--- config.mk ---
export PLATFORM = sky130hd
export DESIGN_NAME = stdds_queue
export DESIGN_NICKNAME = d
export VERILOG_FILES = /design/src/rtl/core/stdds_queue.sv
export SDC_FILE = /design/constraint.sdc
export NUM_CORES = 1
export LEC_CHECK = 0
export BUFFER_PORTS_ARGS = -buffer_cell sky130_fd_sc_hd__buf_2
export CAP_MARGIN = 20
export CORE_MARGIN = 5
export CORE_UTILIZATION = 55
export DETAILED_ROUTE_END_ITERATION = 6
export PLACE_DENSITY = 0.81
export SYNTH_ARGS = -nofsm -noshare
export SYNTH_HDL_FRONTEND = slang
export SYNTH_SLANG_ARGS = --single-unit
--- constraint.sdc ---
create_clock -name i_clk -period 2.75 [get_ports i_clk]
set_input_delay 0.1375 -clock i_clk [delete_from_list [all_inputs] [get_ports i_clk]]
set_output_delay 0.1375 -clock i_clk [all_outputs]
set_load 0.01 [all_outputs]
--- src/rtl/core/stdds_queue.sv ---
// stdds_queue: small register queue that decouples the front from the back
// depends on nothing from the package
module stdds_queue #(
    parameter int WIDTH = 8,
    parameter int DEPTH = 4
) (
    input  logic             i_clk,
    input  logic             i_rst_n,
    input  logic             i_push_valid,
    output logic             o_push_ready,
    input  logic [WIDTH-1:0] i_push_data,
    output logic             o_pop_valid,
    input  logic             i_pop_ready,
    output logic [WIDTH-1:0] o_pop_data
);

    localparam int PTR_BITS = (DEPTH > 1) ? $clog2(DEPTH) : 1;
    localparam int CNT_BITS = $clog2(DEPTH + 1);

    logic [WIDTH-1:0]    r_mem [DEPTH];
    logic [PTR_BITS-1:0] r_wr_ptr;
    logic [PTR_BITS-1:0] r_rd_ptr;
    logic [CNT_BITS-1:0] r_count;
    logic                w_push;
    logic                w_pop;

    assign o_push_ready = (r_count != CNT_BITS'(DEPTH));
    assign o_pop_valid  = (r_count != '0);
    assign o_pop_data   = r_mem[r_rd_ptr];
    assign w_push       = i_push_valid && o_push_ready;
    assign w_pop        = o_pop_valid && i_pop_ready;

    // storage
    always_ff @(posedge i_clk) begin
        if (w_push) begin
            r_mem[r_wr_ptr] <= i_push_data;
        end
    end

    // pointers and fill level
    always_ff @(posedge i_clk) begin
        if (!i_rst_n) begin
            r_wr_ptr <= '0;
            r_rd_ptr <= '0;
            r_count  <= '0;
        end else begin
            if (w_push) begin
                r_wr_ptr <= (r_wr_ptr == PTR_BITS'(DEPTH - 1)) ? '0 : r_wr_ptr + 1'b1;
            end
            if (w_pop) begin
                r_rd_ptr <= (r_rd_ptr == PTR_BITS'(DEPTH - 1)) ? '0 : r_rd_ptr + 1'b1;
            end
            if (w_push && !w_pop) begin
                r_count <= r_count + 1'b1;
            end else if (w_pop && !w_push) begin
                r_count <= r_count - 1'b1;
            end
        end
    end

endmodule

## Word-level counts from Yosys, hierarchy flattened

Memory sizes are Yosys's and may differ from the RTL's. A register that Yosys moved wholly into a read port is not among the register bits.
Cells that the tools add are included.
Widths: inputs -> output; s select.

- Flip-flop bits (word level): 7
- Bits in latches: 0
- RAM bits: 32
- Bits in read-only memories: 0
- Input bits: 12
- Output and inout bits: 10
- Word-level logic and storage cells: 27
- Memories: 1

- Add/subtract/negate cells: 4
- Multiply operators: 0
- Div/mod/pow operators: 0
- Magnitude comparators: 0
- Equal/unequal tests: 3
- Shifts and indexed selects: 0
- Muxes and demuxes: 8
- Bitwise gates (word level): 0
- Reductions and logical operators: 8

Memory list:

| memory | words | width | rd ports | clocked after memory_dff | write ports | RTL line | text |
|---|---|---|---|---|---|---|---|
| r_mem | 4 | 8 | 1 | 1 | 1 | 20 | `logic [WIDTH-1:0] r_mem [DEPTH];` |

Operator list:

| cell | number |
|---|---|
| $mux 2 | 4 |
| $mux 3 | 2 |
| $add 2x1->2 const B | 2 |
| $eq 2x2->1 const B | 2 |
| $logic_and 1x1->1 | 4 |
| $add 3x1->3 const B | 1 |
| $ne 3x3->1 const B | 1 |
| $reduce_bool 3->1 | 1 |
| $sub 3x1->3 const B | 1 |
| $logic_not 1->1 | 2 |
| $mux 1 | 2 |
| $reduce_bool 2->1 | 1 |

## Depth between registers and ports, before layout

Gate-level depths: netlist (run 1).

- Word-level depth: 6
- Gate-level depth with buffers: 9
- Gate-level depth less buffers: 8

## Least setup slack after synthesis (run 1)

Ideal clock, no wire load.

- Kind: register to register
- From: register r_count[0]
- To: register r_count[2]
- Setup time: 76 ps
- Arrival time: 2,109 ps
- Required time: 2,674 ps
- Slack: 565 ps
- Stages on the path, launching flop included: 8
- Path buffers: 0
- Period minus slack after synthesis: 2,185 ps
- Cell sequence: dfxtp_1 -> o31ai_1 -> ha_1 -> inv_1 -> fa_1 -> xor2_1 -> or3_2 -> a21boi_0

- Longest elaborated chain between the ends: 5
- Elaborated cells between the ends (all ways): 13
- Those cells by class: add/sub: 2; eq/ne: 1; mux: 2; reduce/logical: 8

Ends and longest elaborated chain:

| what | RTL line | text |
|---|---|---|
| from (decl) | 23 | `logic [CNT_BITS-1:0] r_count;` |
| from (signal assigned) | 54 | `r_count <= r_count + 1'b1;` |
| from (signal assigned) | 56 | `r_count <= r_count - 1'b1;` |
| parallel branches: the longest is 5 deep, another holds $sub 3x1->3 | -- |  |

Parallel ways; which one is timed is not known. The select of a mux whose other input is x is not followed.
A chain may end at the register's enable or synchronous reset.

## Final worst setup path (run 1)

Same ends and word-level chain as after synthesis.

==> results of run 1 <==
## logic make-up after synthesis
logic type,count (synthesis)
AO/OA/AOI/OAI,6
multiplexers,10
AND/OR/NAND/NOR,20
buffers and inverters,7
XOR/XNOR,2
flip-flops,41
adder cells (fa/ha/maj),7
## metal layers
metal  part of all wire, %  GRT usage [%]
met1                    41           16.1
met5                     0              0
met4                   2.5           8.71
met3                   4.5           3.97
met2                    52           23.8
## where the power goes
part           total, mW  internal (mW)  switching, mW
Combinational      0.450          0.238          0.212
Sequential         0.845          0.763         0.0822
Clock              0.270         0.0930          0.177
Total               1.56           1.09          0.471
## final cells by class
class | instances | area (um^2) | share of cell area [%]
clock inverters | 1 | 3.75 | 0.203
clock buffers | 6 | 41.3 | 2.24
well taps | 31 | 38.8 | 2.10
inverters | 3 | 11.3 | 0.610
multi-input cells | 45 | 465 | 25.2
repair buffers | 25 | 145 | 7.86
flip-flops and latches | 41 | 1140 | 61.8
## sequential cells by signal, summed over array words and instances (netlist names), named ones only
signal    flops
r_mem        32
r_count       3
r_rd_ptr      2
r_wr_ptr      2
## stage by stage
stage | worst slack [ns] | cells | hold slack (ns)
final | 0.237 | 152 | 0.0165
after global routing | 0.147 | 152 | 0.000989
after CTS | 0.253 | 148 | 0.00269
after detailed placement | 0.273 | 141 | 0.362
after global placement | 0.480 | 141 | 0.349
after floorplan | 0.565 | 93 | 0.236
## cell usage after synthesis, drive strengths merged, types with 3 or more instances
cell,count,area share (%)
o21ai,4,1.2
dfxtp,9,11
inv,3,0.69
ha,6,4.6
nand2,5,1.1
edfxtp,32,59
and3,4,1.8
mux4,8,11
## path summary, 6_finish.rpt
kind / endpoint / cells past startpoint / start / slack, ns
setup reg to reg: r_count[2] / 7 / r_count[0] / 0.24
hold reg to reg: r_wr_ptr[1] / 2 / r_wr_ptr[1] / 0.52
hold / removal: r_mem[3][7] / 1 / i_push_data[7] / 0.02
setup / recovery: r_count[2] / 7 / r_count[0] / 0.24
## what timing repair did
item | CTS | global route
hold buffers | 0 | 4
buffers inserted | 0 | 0
endpoints found under the hold margin | 0 | 12
==> results_dict.tcl, run 1 <==
set metrics [dict create \
    fill_cells 205 \
    fmax_mhz 398 \
    clock_sinks 41 \
    crit_path_start_kind "flip-flop" \
    syn-cell-area_mm2 0.00164 \
    viasPerCell 5.76 \
    drv_cap 0 \
    clk_pin_slew_ns 0.11 \
    insertion_delay_ns 0.34 \
    yosys.area_share.simple_pct 7.19 \
    vias 875 \
    yosys_most_used_dff "edfxtp_1" \
    finalClockSkew_ns 0.00307 \
    dp_hpwl_mm 1.85 \
    portBuffers 21 \
    drv_slew 0 \
    dieWidth_um 64.5 \
    diodes 0 \
    dieArea_mm2 0.00416 \
    layout_commonest_cell "edfxtp_1" \
    grt_pass1_vias 907 \
    hold_viol 0 \
    area_growth_pct 12.9 \
    rsz0062_at_grt "false" \
    cts_tree "built" \
    yosysWarningCount 0 \
    ctsResizeCount 0 \
    cts.path.max_buffers 2 \
    synthAdderAreaFrac_pct 5.81 \
    syn_avg_cell_area_um2 17.6 \
    synth.mux.area_fraction_pct 12.2 \
    drc 0 \
    crit_slowest_cell "o31ai_1" \
    worst_pin_slew_ns 0.598 \
    fp-row-count 19 \
    setup_tns_ns 0 \
    initial_core_util_pct 58.3 \
    postSynth.asyncResetShare_pct 0 \
    root_buffer "clkbuf_4" \
    wire_per_inst_um 17.6 \
    period_minus_slack_ns 2.51 \
    power_mw 1.56 \
    endpoint_kind "flip-flop" \
    synth-compound-area-share_pct 2.14 \
    power_density_mw_per_mm2 847 \
    io_pins 22 \
    path_class "flip-flop to flip-flop" \
    grt_max_degree 12 \
    final_cell_area_mm2 0.00185 \
    gp_congestion 0.776 \
    synthXorXnorAreaFrac_pct 1.07 \
    grt_pass1_wl_mm 4.29 \
    final_nets 140 \
    status "finished, final reports clean" \
    cts_max_level 2 \
    gr-usage-all-layers_pct 14.2 \
    drive_gt1_share_pct 33.9 \
    hold_path.class "primary input to flip-flop" \
    numCtsBuffers 5 \
    worstPathArrival_ns 2.78 \
    synth_nets 112 \
    drtIter0Drc 42 \
    final_util_pct 65.8 \
    routed_wirelength_mm 2.68 \
    ys_seq_area_share_pct 69.8 \
    synthDistinctLibCells 26 \
    cp.required_ns 3.02 \
    dr.pass1.iters 4 \
    synth_edf_count 32 \
    leakage_nw 0.677 \
    path_delay_family "compound AO/OA/AOI/OAI gates" \
    peakVddDrop_mv 0.520 \
    critPathBufInv 1 \
    dpl-instance-area_mm2 0.00176 \
    cp_max_fo 5 \
    synth_top_family_by_area "multiplexers" \
    layout_common_cells "32 x edfxtp_1, 21 x buf_2, 9 x dfxtp_1" \
    die_h_um 64.5 \
    coreArea_mm2 0.00281 \
    overflow 0 \
    slowest_delay_ns 0.55 \
    finalCritPeriodShare_pct 91.4 \
    antenna_found_initial 0 \
    postRouteAntennaNets 0 \
    relSlewSlack_pct 59.8 \
    cp_cell_sequence "o31ai_1 -> ha_1 -> inv_1 -> fa_1 -> xor2_1 -> or3_2 -> a21boi_0" \
    synthCells 93 \
    setup_violations 0 \
    ys_seq_elements 41 \
]
Power figures use the tool's default switching activity.
==> inputs of run 2 (changes only) <==
--- a/config.mk
+++ b/config.mk
@@ -9,2 +9,3 @@
 export CAP_MARGIN = 20
+export CORE_ASPECT_RATIO = 0.75
 export CORE_MARGIN = 5
==> constraint.sdc (replaced) <==
create_clock -name i_clk -period 2.8 [get_ports i_clk]
set_input_delay 0.42 -clock i_clk [delete_from_list [all_inputs] [get_ports i_clk]]
set_output_delay 0.42 -clock i_clk [all_outputs]
set_load 0.01 [all_outputs]
==> results_dict.tcl, run 2 (synthesis results as in run 1) <==
set metrics [dict create \
    portBuffers 21 \
    die_h_um 57.2 \
    gr-usage-all-layers_pct 14.4 \
    numCtsBuffers 5 \
    pwr-share-seq_pct 48.5 \
    fp-row-count 17 \
    initial_core_util_pct 56.5 \
    setup_violations 0 \
    grt_pass1_wl_mm 4.40 \
    swShare_pct 27.6 \
    clk_pin_slew_ns 0.07 \
    cts_tree "built" \
    status "finished, final reports clean" \
    setup_tns_ns 0 \
    dieArea_mm2 0.00418 \
    cp.required_ns 3.02 \
    insertion_delay_ns 0.28 \
    placedCellCount 148 \
    layout_commonest_cell "edfxtp_1" \
    drv_cap 0 \
    crit_path_start_kind "flip-flop" \
    postCtsSetupRepairBufs 0 \
    power_density_mw_per_mm2 913 \
    drtIter0Drc 30 \
    grt_use_met2_pct 24.8 \
    cp_max_fo 5 \
    dieWidth_um 73.0 \
    reg_top3 "r_mem (32), r_count (3)" \
    largest_reg_flops 32 \
    ctsResizeCount 0 \
    power_switching_mw 0.474 \
    layout.cells.non_filler 156 \
    cts.path.max_buffers 2 \
    cts_max_level 2 \
    drive_gt1_share_pct 36.4 \
    drv_slew 0 \
    combPwrFrac_pct 25.3 \
    routed_wirelength_mm 2.57 \
    hold_path.class "primary input to flip-flop" \
    pwr-share-clk_pct 26.3 \
    worst_pin_slew_ns 0.593 \
    antenna_found_initial 0 \
    peakVddDrop_mv 0.644 \
    worstPathArrival_ns 2.64 \
    dpl-instance-area_mm2 0.00177 \
    clock_sinks 41 \
    path_class "flip-flop to flip-flop" \
    cp_cell_sequence "o31ai_1 -> ha_1 -> inv_1 -> fa_1 -> xor2_1 -> or3_2 -> a21boi_0" \
    wire_per_inst_um 16.4 \
    holdBufCountCts 0 \
    diodes 0 \
    hold_viol 0 \
    rsz0062_at_grt "false" \
    relSlewSlack_pct 60.1 \
    vias 861 \
    finalClockSkew_ns 0.00353 \
    layout_common_cells "32 x edfxtp_1, 21 x buf_2, 9 x dfxtp_1" \
    fmax_mhz 413 \
    grt_util_met3_pct 4.93 \
    final_nets 136 \
    drc 0 \
    viasPerCell 5.52 \
    grtUsageMet1_pct 16.7 \
    dp_hpwl_mm 1.86 \
    endpoint_kind "flip-flop" \
    area_growth_pct 15.0 \
    final_cell_area_mm2 0.00188 \
    io_pins 22 \
    overflow 0 \
    grt_max_degree 14 \
    grt_pass1_vias 936 \
    period_minus_slack_ns 2.42 \
    power_mw 1.72 \
    final_util_pct 65.0 \
    regMostFlops "r_mem" \
    p_int_mw 1.24 \
    coreArea_mm2 0.00289 \
    postRouteAntennaNets 0 \
    dr.pass1.iters 4 \
    slowest_delay_ns 0.55 \
    finalCritPeriodShare_pct 86.5 \
    leakage_nw 0.686 \
    root_buffer "clkbuf_8" \
    top_usage_layer "met2" \
    crit_slowest_cell "o31ai_1" \
    gp_congestion 0.729 \
]
run 2: cell count changes in the layout (fill, tap and decap cells not counted):
cell | previous run | this run
clkbuf_4 | 5 | 0
clkinvlp_4 | 0 | 1
clkbuf_8 | 0 | 5
bufinv_16 | 0 | 1
clkbuf_1 | 1 | 0
dlygate4sd3_1 | 4 | 0
run 2: critical path: cells and delay by family (launching register included):
family	cells	cell delay [ns]
AOI/OAI and AO/OA	2	0.71
adders and majority gates	2	0.66
and+or+nand+nor	1	0.40
DFF	1	0.37
xor gates and xnor gates	1	0.15
buffers and inverters	1	0.06
run 2: per-layer routing:
layer	share of wire, %	routed length [um]	vias to the layer above
met4	0.74	19	0
met2	52	1320	25
li1	-	-	403
met5	0	0	-
met1	42	1080	429
met3	5.7	147	4
run 2: final cells by class:
cell class / count / area, um^2
clock buffer: 5 / 68.8
clock inverter: 3 / 41.3
fill: 223 / 1010
inverter: 3 / 11.3
multi-input combinational: 45 / 465
sequential: 41 / 1140
tap: 38 / 47.5
timing repair buffer: 21 / 105
run 2: power groups by stage:
stage / Clock, mW / Combinational (mW) / Sequential, mW
after floorplan: 0 / 0.345 / 0.800
after global placement: 0 / 0.420 / 0.838
after detailed placement: 0 / 0.440 / 0.848
after CTS: 0.459 / 0.442 / 0.835
after global routing: 0.492 / 0.487 / 0.850
final: 0.451 / 0.433 / 0.832
run 2: final timing paths:
check | to | cells after the start | slack [ns] | startpoint
worst max-delay path | r_count[2] | 7 | 0.38 | r_count[0]
worst min-delay path | r_mem[2][2] | 1 | 0.34 | i_push_data[2]
worst min register to register | r_wr_ptr[1] | 2 | 0.52 | r_wr_ptr[1]
worst max register to register | r_count[2] | 7 | 0.38 | r_count[0]
run 2: through the flow:
step | worst slack [ns] | hold slack, ns
6_report | 0.377 | 0.343
5_1_grt | 0.142 | 0.335
4_1_cts | 0.375 | 0.336
3_5_place_dp | 0.361 | 0.516
3_3_place_gp | 0.549 | 0.486
2_1_floorplan | 0.615 | 0.468
