File: config.mk
export PLATFORM = sky130hd
export DESIGN_NAME = stdds_front_flat
export DESIGN_NICKNAME = d
export VERILOG_FILES = /design/src/rtl/core/stdds_pkg.sv /design/src/rtl/core/stdds_tick_if.sv /design/src/rtl/core/stdds_front.sv /design/src/flat_wrapper.sv
export SDC_FILE = /design/constraint.sdc
export NUM_CORES = 1
export LEC_CHECK = 0
export BUFFER_PORTS_ARGS = -buffer_cell sky130_fd_sc_hd__buf_2
export CAP_MARGIN = 25
export CORE_AREA = 10 10 147 149
export DETAILED_ROUTE_END_ITERATION = 10
export DIE_AREA = 0 0 157 159
export MAX_ROUTING_LAYER = met4
export PLACE_DENSITY = 0.69
export SETUP_SLACK_MARGIN = 0.5
export SLEW_MARGIN = 30
export SYNTH_ARGS = -nofsm -noshare
export SYNTH_HDL_FRONTEND = slang
export SYNTH_SLANG_ARGS = --single-unit
File: constraint.sdc
create_clock -name i_clk -period 6.1 [get_ports i_clk]
set_input_delay 0.61 -clock i_clk [delete_from_list [all_inputs] [get_ports i_clk]]
set_output_delay 0.61 -clock i_clk [all_outputs]
set_load 0.02 [all_outputs]
File: src/rtl/core/stdds_pkg.sv
// stdds_pkg: shared constants, register codes, gain bundle type and the
// quarter-wave cosine table entry function for the stereo tone generator
// depends on nothing
package stdds_pkg;

    // default sizes handed to the top level
    localparam int PHASE_BITS_DEF      = 32;
    localparam int TABLE_ADDR_BITS_DEF = 10;
    localparam int SAMPLE_BITS_DEF     = 16;

    // fixed field widths
    localparam int STEP_BITS     = 32;
    localparam int GAIN_BITS     = 15;
    localparam int CFG_DATA_BITS = 32;
    localparam int CFG_IDX_BITS  = 2;

    // cosine table: unsigned Q1.30, value range 0 .. 2^30
    localparam int ROM_FRAC  = 30;
    localparam int ROM_BITS  = ROM_FRAC + 1;
    localparam int PROD_BITS = GAIN_BITS + ROM_BITS;

    // depth of the queue between front and back
    localparam int QUEUE_DEPTH = 4;

    // pi/2 in Q2.30
    localparam logic [63:0] HALF_PI_Q30 = 64'd1686629713;
    localparam logic [63:0] ROM_ONE     = 64'd1 << ROM_FRAC;
    localparam int          TAYLOR_TERMS = 12;

    // configuration register indexes
    typedef enum logic [CFG_IDX_BITS-1:0] {
        CFG_LEFT_STEP,
        CFG_RIGHT_STEP,
        CFG_LEFT_GAIN,
        CFG_RIGHT_GAIN
    } t_cfg_reg;

    // channel gains, front to back
    typedef struct packed {
        logic [GAIN_BITS-1:0] left_gain;
        logic [GAIN_BITS-1:0] right_gain;
    } t_gain_pair;

    // unsigned quotient by restoring long division; evaluated at elaboration only
    function automatic logic [63:0] quotient(input logic [63:0] num,
                                             input logic [63:0] den);
        logic [64:0] rem;
        logic [63:0] quo;
        rem = '0;
        quo = '0;
        for (int b = 63; b >= 0; b--) begin
            rem = {rem[63:0], num[b]};
            if (rem >= {1'b0, den}) begin
                rem    = rem - {1'b0, den};
                quo[b] = 1'b1;
            end
        end
        return quo;
    endfunction

    // cos(pi/2 * q / 2^addr_bits) by a truncated integer taylor series,
    // clamped to [0, 1]; evaluated at elaboration only
    function automatic logic [ROM_BITS-1:0] cos_entry(input int unsigned q,
                                                      input int unsigned addr_bits);
        logic [63:0] x;
        logic [63:0] x2;
        logic [63:0] mag;
        logic [63:0] den;
        longint      sum;
        x   = (HALF_PI_Q30 * 64'(q)) >> addr_bits;
        x2  = (x * x) >> ROM_FRAC;
        mag = ROM_ONE;
        sum = longint'(ROM_ONE);
        for (int k = 1; k <= TAYLOR_TERMS; k++) begin
            den = 64'((2 * k - 1) * (2 * k));
            mag = quotient((mag * x2) >> ROM_FRAC, den);
            if ((k & 1) == 1) begin
                sum = sum - longint'(mag);
            end else begin
                sum = sum + longint'(mag);
            end
        end
        if (sum < 0) begin
            sum = 0;
        end
        if (sum > longint'(ROM_ONE)) begin
            sum = longint'(ROM_ONE);
        end
        return ROM_BITS'(sum);
    endfunction

endpackage

File: src/rtl/core/stdds_tick_if.sv
// stdds_tick_if: request channel carrying one tick per beat
// depends on nothing
interface stdds_tick_if;
    logic valid;
    logic ready;
    logic is_tick;

    modport source (output valid, output is_tick, input ready);
    modport sink   (input valid, input is_tick, output ready);
endinterface

File: src/rtl/core/stdds_front.sv
// stdds_front: configuration registers, phase accumulators and tick
// classification; pushes one table lookup job per accepted beat
// depends on stdds_pkg and stdds_tick_if
module stdds_front
    import stdds_pkg::*;
#(
    parameter int PHASE_BITS      = PHASE_BITS_DEF,
    parameter int TABLE_ADDR_BITS = TABLE_ADDR_BITS_DEF
) (
    input  logic                       i_clk,
    input  logic                       i_rst_n,
    stdds_tick_if.sink                 i_tick,
    input  logic                       i_cfg_we,
    input  logic [CFG_IDX_BITS-1:0]    i_cfg_idx,
    input  logic [CFG_DATA_BITS-1:0]   i_cfg_data,
    output t_gain_pair                 o_gain,
    output logic                       o_q_valid,
    input  logic                       i_q_ready,
    output logic [2*(TABLE_ADDR_BITS+2):0] o_q_data
);

    localparam int TOP_BITS = TABLE_ADDR_BITS + 2;

    logic [STEP_BITS-1:0]  r_left_step;
    logic [STEP_BITS-1:0]  r_right_step;
    t_gain_pair            r_gain;
    logic [PHASE_BITS-1:0] r_left_phase;
    logic [PHASE_BITS-1:0] r_right_phase;
    logic [PHASE_BITS-1:0] n_left_phase;
    logic [PHASE_BITS-1:0] n_right_phase;
    logic                  w_accept;

    // configuration writes
    always_ff @(posedge i_clk) begin
        if (!i_rst_n) begin
            r_left_step  <= '0;
            r_right_step <= '0;
            r_gain       <= '0;
        end else if (i_cfg_we) begin
            unique case (t_cfg_reg'(i_cfg_idx))
                CFG_LEFT_STEP:  r_left_step       <= i_cfg_data[STEP_BITS-1:0];
                CFG_RIGHT_STEP: r_right_step      <= i_cfg_data[STEP_BITS-1:0];
                CFG_LEFT_GAIN:  r_gain.left_gain  <= i_cfg_data[GAIN_BITS-1:0];
                CFG_RIGHT_GAIN: r_gain.right_gain <= i_cfg_data[GAIN_BITS-1:0];
            endcase
        end
    end

    // handshake: the queue decides
    assign w_accept     = i_tick.valid && i_q_ready;
    assign i_tick.ready = i_q_ready;
    assign o_q_valid    = i_tick.valid;

    // job: bad flag, then the quadrant and table bits of each phase
    assign o_q_data = {!i_tick.is_tick,
                       r_left_phase[PHASE_BITS-1 -: TOP_BITS],
                       r_right_phase[PHASE_BITS-1 -: TOP_BITS]};

    // phase advance, wrapping at a full turn
    always_comb begin
        n_left_phase  = r_left_phase + PHASE_BITS'(r_left_step);
        n_right_phase = r_right_phase + PHASE_BITS'(r_right_step);
    end

    always_ff @(posedge i_clk) begin
        if (!i_rst_n) begin
            r_left_phase  <= '0;
            r_right_phase <= '0;
        end else if (w_accept && i_tick.is_tick) begin
            r_left_phase  <= n_left_phase;
            r_right_phase <= n_right_phase;
        end
    end

    assign o_gain = r_gain;

endmodule

File: src/flat_wrapper.sv
// flat-port wrapper written by rule: the top's interface ports become plain ports
module stdds_front_flat import stdds_pkg::*;
#(
    parameter int PHASE_BITS      = PHASE_BITS_DEF,
    parameter int TABLE_ADDR_BITS = TABLE_ADDR_BITS_DEF
)
  (i_clk, i_rst_n, i_cfg_we, i_cfg_idx, i_cfg_data, o_gain, o_q_valid, i_q_ready, o_q_data, i_tick_valid, i_tick_is_tick, i_tick_ready);
  stdds_tick_if i_tick_i ();
  input  logic i_clk;
  input  logic i_rst_n;
  input  logic i_cfg_we;
  input  logic [CFG_IDX_BITS-1:0] i_cfg_idx;
  input  logic [CFG_DATA_BITS-1:0] i_cfg_data;
  output t_gain_pair o_gain;
  output logic o_q_valid;
  input  logic i_q_ready;
  output logic [2*(TABLE_ADDR_BITS+2):0] o_q_data;
  input wire logic [$bits(i_tick_i.valid)-1:0] i_tick_valid;
  input wire logic [$bits(i_tick_i.is_tick)-1:0] i_tick_is_tick;
  output wire logic [$bits(i_tick_i.ready)-1:0] i_tick_ready;
  assign i_tick_i.valid = i_tick_valid;
  assign i_tick_i.is_tick = i_tick_is_tick;
  assign i_tick_ready = i_tick_i.ready;
  stdds_front #(.PHASE_BITS(PHASE_BITS), .TABLE_ADDR_BITS(TABLE_ADDR_BITS)) u_core (.i_clk(i_clk), .i_rst_n(i_rst_n), .i_tick(i_tick_i), .i_cfg_we(i_cfg_we), .i_cfg_idx(i_cfg_idx), .i_cfg_data(i_cfg_data), .o_gain(o_gain), .o_q_valid(o_q_valid), .i_q_ready(i_q_ready), .o_q_data(o_q_data));
endmodule
* Word-level counts from Yosys, hierarchy flattened
Index checks and enable logic that the tools add are counted.
** Storage, ports and cells
- Register bits :: 158
- Input port bits :: 40
** Operators by class
- Reductions and logical operators :: 8
- $add $sub $neg :: 2
- Eq/ne operators :: 3
** Operators with widths (number)
- 32-bit adder :: 2
- 2-bit AND reduction :: 4
- 2-bit equality test, second input constant :: 2
- 2-bit by 1-bit equality test with 1-bit output, second input constant :: 1
- 1-bit logical AND :: 2
- 2-bit zero test :: 1
- 1-bit zero test :: 1

* Depth between registers and ports, before layout
- Word-level depth :: 2
- Depth in mapped cells :: 11
- Mapped depth without buffers :: 10

* Worst setup path after synthesis
Ideal clock, no wire load.
- Path type :: flip-flop to flip-flop
- Start :: register u_core.r_right_phase[0]
- End :: register u_core.r_right_phase[30]
- Stages on the path, launching flop included :: 11
- Setup slack :: 3405 ps
- Path buffers :: 0
- Arrival time :: 2573 ps
- Required time :: 5978 ps
- Path through :: dfxtp_1 -> ha_1 -> fa_1 -> a211oi_1 -> o21ai_0 -> nand3_1 -> a21o_1 -> a21oi_1 -> or4b_4 -> and3_1 -> a311o_1
** Between the ends
- Longest elaborated chain between the ends :: 1
** Ends and longest elaborated chain
- start: declaration :: RTL line stdds_front.sv:28 : logic [PHASE_BITS-1:0] r_right_phase;
- start signal: assignment :: RTL line stdds_front.sv:71 : r_right_phase <= n_right_phase;
- 32-bit adder :: RTL line stdds_front.sv:62 : n_right_phase = r_right_phase + PHASE_BITS'(r_right_step);
Every way passes these cells.
A chain may end at the register's enable or synchronous reset.

* Worst setup path after layout
Ends and elaborated chain as after synthesis.

==> key figures <==
Worst setup path
  • Reg2reg setup slack: 3.18 ns
  • Reg2reg end: u_core.r_right_phase[30]
  • FF-to-FF Start: u_core.r_right_phase[0]
  • Crit path from: u_core.r_right_phase[0]
  • CP endpoint kind: flop
  • CP Data Required Time: 6.42 ns
  • Crit path kind: reg2reg
  • Crit path launch type: flop
  • Worst endpoint data arrival time: 3.24 ns
  • FF-to-FF path depth: 10
  • Crit-path max FO: 3

Clock network
  • Clock Sinks: 158
  • Clock Tree Root: clkbuf_16
  • Bufs on Longest Clock Path: 2
  • Worst skew pair latency: 0.43 ns
  • Post-CTS sizing: 0
  • TritonCTS buffer count: 17
  • Cts hold-fix bufs: 0
  • Post-CTS setup buffers: 0
  • TritonCTS clock tree: built
  • Htree depth: 4
  • Reg clk slew, reported paths: 0.06 ns

Layout
  • Final core utilization: 54.9%
  • Share of cells above drive strength 1: 13.4%
  • Area delta synth->final: 10.7%
  • N_diodes: 0
  • Final Cell Area: 10,200 um^2
  • # nets final: 1,288
  • Layout Cells excl Fill: 1,430

Logic synthesis
  • Post-Syn Nets: 1,257
  • Top cells by count, synth: nand2_1, dfxtp_1, a21boi_0
  • Count leader, synth: nand2_1
  • Synth Area in Simple Gates: 22.2%
  • Mapped Avg Cell Area: 7.99 um^2
  • Synth Area in Compound Gates: 25.1%
  • Sequential area share after synthesis: 34.3%
  • Mux share of post-synthesis cell area: 0.448%
  • Synth area leaders: dfxtp_1, nand2_1, a21boi_0
  • Seq cells post-synth: 158
  • Main combinational cell family by area after synthesis: compound AO/OA/AOI/OAI gates
  • Synth async-reset ratio: 0%
  • Synth warn: 0
  • Post-synth EDFFs: 0
  • Post-Synth XOR/XNOR Area: 3.80%
  • Synth Flop Type: dfxtp_1
  • Gate Count Post-Synth: 1,153
  • Distinct cells, synth: 68
  • Synth top area share: 34.3%
  • Adder-cell area share of the yosys netlist: 8.85%
  • Mapped Area: 9220 um^2
  • Largest area contributor in the netlist: dfxtp_1

GRT
  • Initial antenna violation count: 0
  • Largest net degree at the start of global routing: 96
  • Gr usage total: 18.9%
  • First-pass GRT wire length: 37.8 mm
  • Vias in the first global route: 7,539
  • Total grt overflow: 0

Floorplan
  • Die Wd: 157 um
  • Initial Utilization: 49.6%
  • Ports: 97
  • Core area: 18,600 um^2
  • Row cnt: 50
  • Die H: 159 um
  • Full die area: 25,000 um^2

Timing
  • Hold WS: 0.449 ns
  • Fin crit period: 2.92 ns
  • Hold Fails Final Rpt: 0
  • Skew final: 0.00756 ns
  • Setup ws final: 3.18 ns
  • Final Cycle Share: 47.9%
  • RSZ-0062 raised after global routing: no
  • Final setup fails: 0
  • Max Clock Freq: 342 MHz
  • Total negative slack: 0 ns
  • Max_slew headroom: 43.4%
  • Fin. max-slew vios: 0
  • Slew @ Worst Pin: 0.848 ns

Pwr
  • Sequential share of power: 46.0%
  • Clock share of power: 45.9%
  • P_int: 1.77 mW
  • Comb pwr share: 8.2%
  • NetSw: 0.568 mW
  • Worst vdd ir: 0.190 mV
  • Total power draw: 2.34 mW
  • Pwr Density: 229 nW/um^2
  • Sw frac: 24.3%
  • Leak: 4.37 nW

Place
  • Dpl hpwl: 16.3 mm
  • Number of buffers added on ports: 96
  • Worst slack at placement: 3.19 ns
  • Placed instance count: 1,399
  • Placed inst area: 9610 um^2
  • GP Congestion: 0.862

Worst hold path
  • Worst hold path depth: 3
  • Min-delay src: i_cfg_data[23]
  • Worst hold path class: in2reg
  • Hold endpoint: u_core.r_right_step[23]

Drt
  • Antenna-violating nets left: 0
  • DRT Pass-1 Iters: 5
  • Via count: 7,937
  • DRT Wirelength: 23.0 mm
  • Vias per cell: 5.55
  • DRC: 0
  • First DRT Iteration DRCs: 531
  • WL/cell: 16.1 um

Outcome
  • Outcome: complete, no violations

Run
  • MaxCap Viol Count: 0
==> worst max-delay path, stage by stage, from the launching register on <==
cell and delay [ns]:
dfxtp_1 0.32, ha_1 0.23, fa_1 0.43, a211oi_1 0.32, o21ai_0 0.18, nand3_1 0.12, a21o_1 0.14, a21oi_1 0.10
or4b_4 0.52, and3_1 0.15, a311o_1 0.30
==> power by group through the flow <==
stage	Clock [mW]	Sequential (mW)	Combinational, mW
floorplan	0	1.10	0.122
global placement	0	1.10	0.187
detailed placement	0	1.10	0.190
CTS	1.09	1.07	0.191
global route	1.13	1.08	0.212
finish	1.07	1.07	0.191
==> worst max-delay path by stage <==
stage	endpoint	slack [ns]
after global placement	u_core.r_right_phase[30]	3.23
after global routing	u_core.r_right_phase[30]	2.99
after CTS	u_core.r_right_phase[30]	3.18
after floorplan	u_core.r_right_phase[30]	3.40
final	u_core.r_right_phase[30]	3.18
after detailed placement	u_core.r_right_phase[30]	3.19
==> layout make-up <==
cell class	instances	area, um^2
clock buffer	22	484
clock inverter	9	108
fill	1744	8380
inverter	12	45.0
multi-input combinational	892	5580
sequential	158	3160
tap	234	293
timing repair buffer	103	536
==> placed cells by master (no fill, tap or decap), types with 24 or more instances in the layout <==
master / synthesis / layout
dfxtp_1: 158 / 158
buf_2: 3 / 95
a21boi_0: 110 / 110
o21ai_0: 65 / 65
nor2_1: 25 / 24
nand3_1: 33 / 32
ha_1: 62 / 62
a21oi_1: 52 / 52
nand2_1: 276 / 276
and2_1: 30 / 30
a21o_1: 24 / 24
==> cells by family (layout without fill, tap and decap cells) <==
family	count (synthesis)	after routing
multiplexers	4	4
adder cells (fa/ha/maj)	64	64
AND/OR/NAND/NOR	445	445
AO/OA/AOI/OAI	339	339
flip-flops	158	158
buffers and inverters	103	146
XOR/XNOR	40	40
==> registers in the layout, indices dropped and copies added, names as in the netlist <==
signal,flops
u_core.r_left_step,32
u_core.r_left_phase,32
u_core.r_right_phase,32
u_core.o_gain,30
u_core.r_right_step,32
==> layer usage <==
metal	vias to the layer above	part of all wire, %	global-route usage (%)
met1	3714	47	24.1
li1	4054	-	-
met5	-	0	-
met3	29	3.6	2.75
met2	140	48	29.9
met4	0	1.5	6.05
Power figures use the tool's default switching activity.
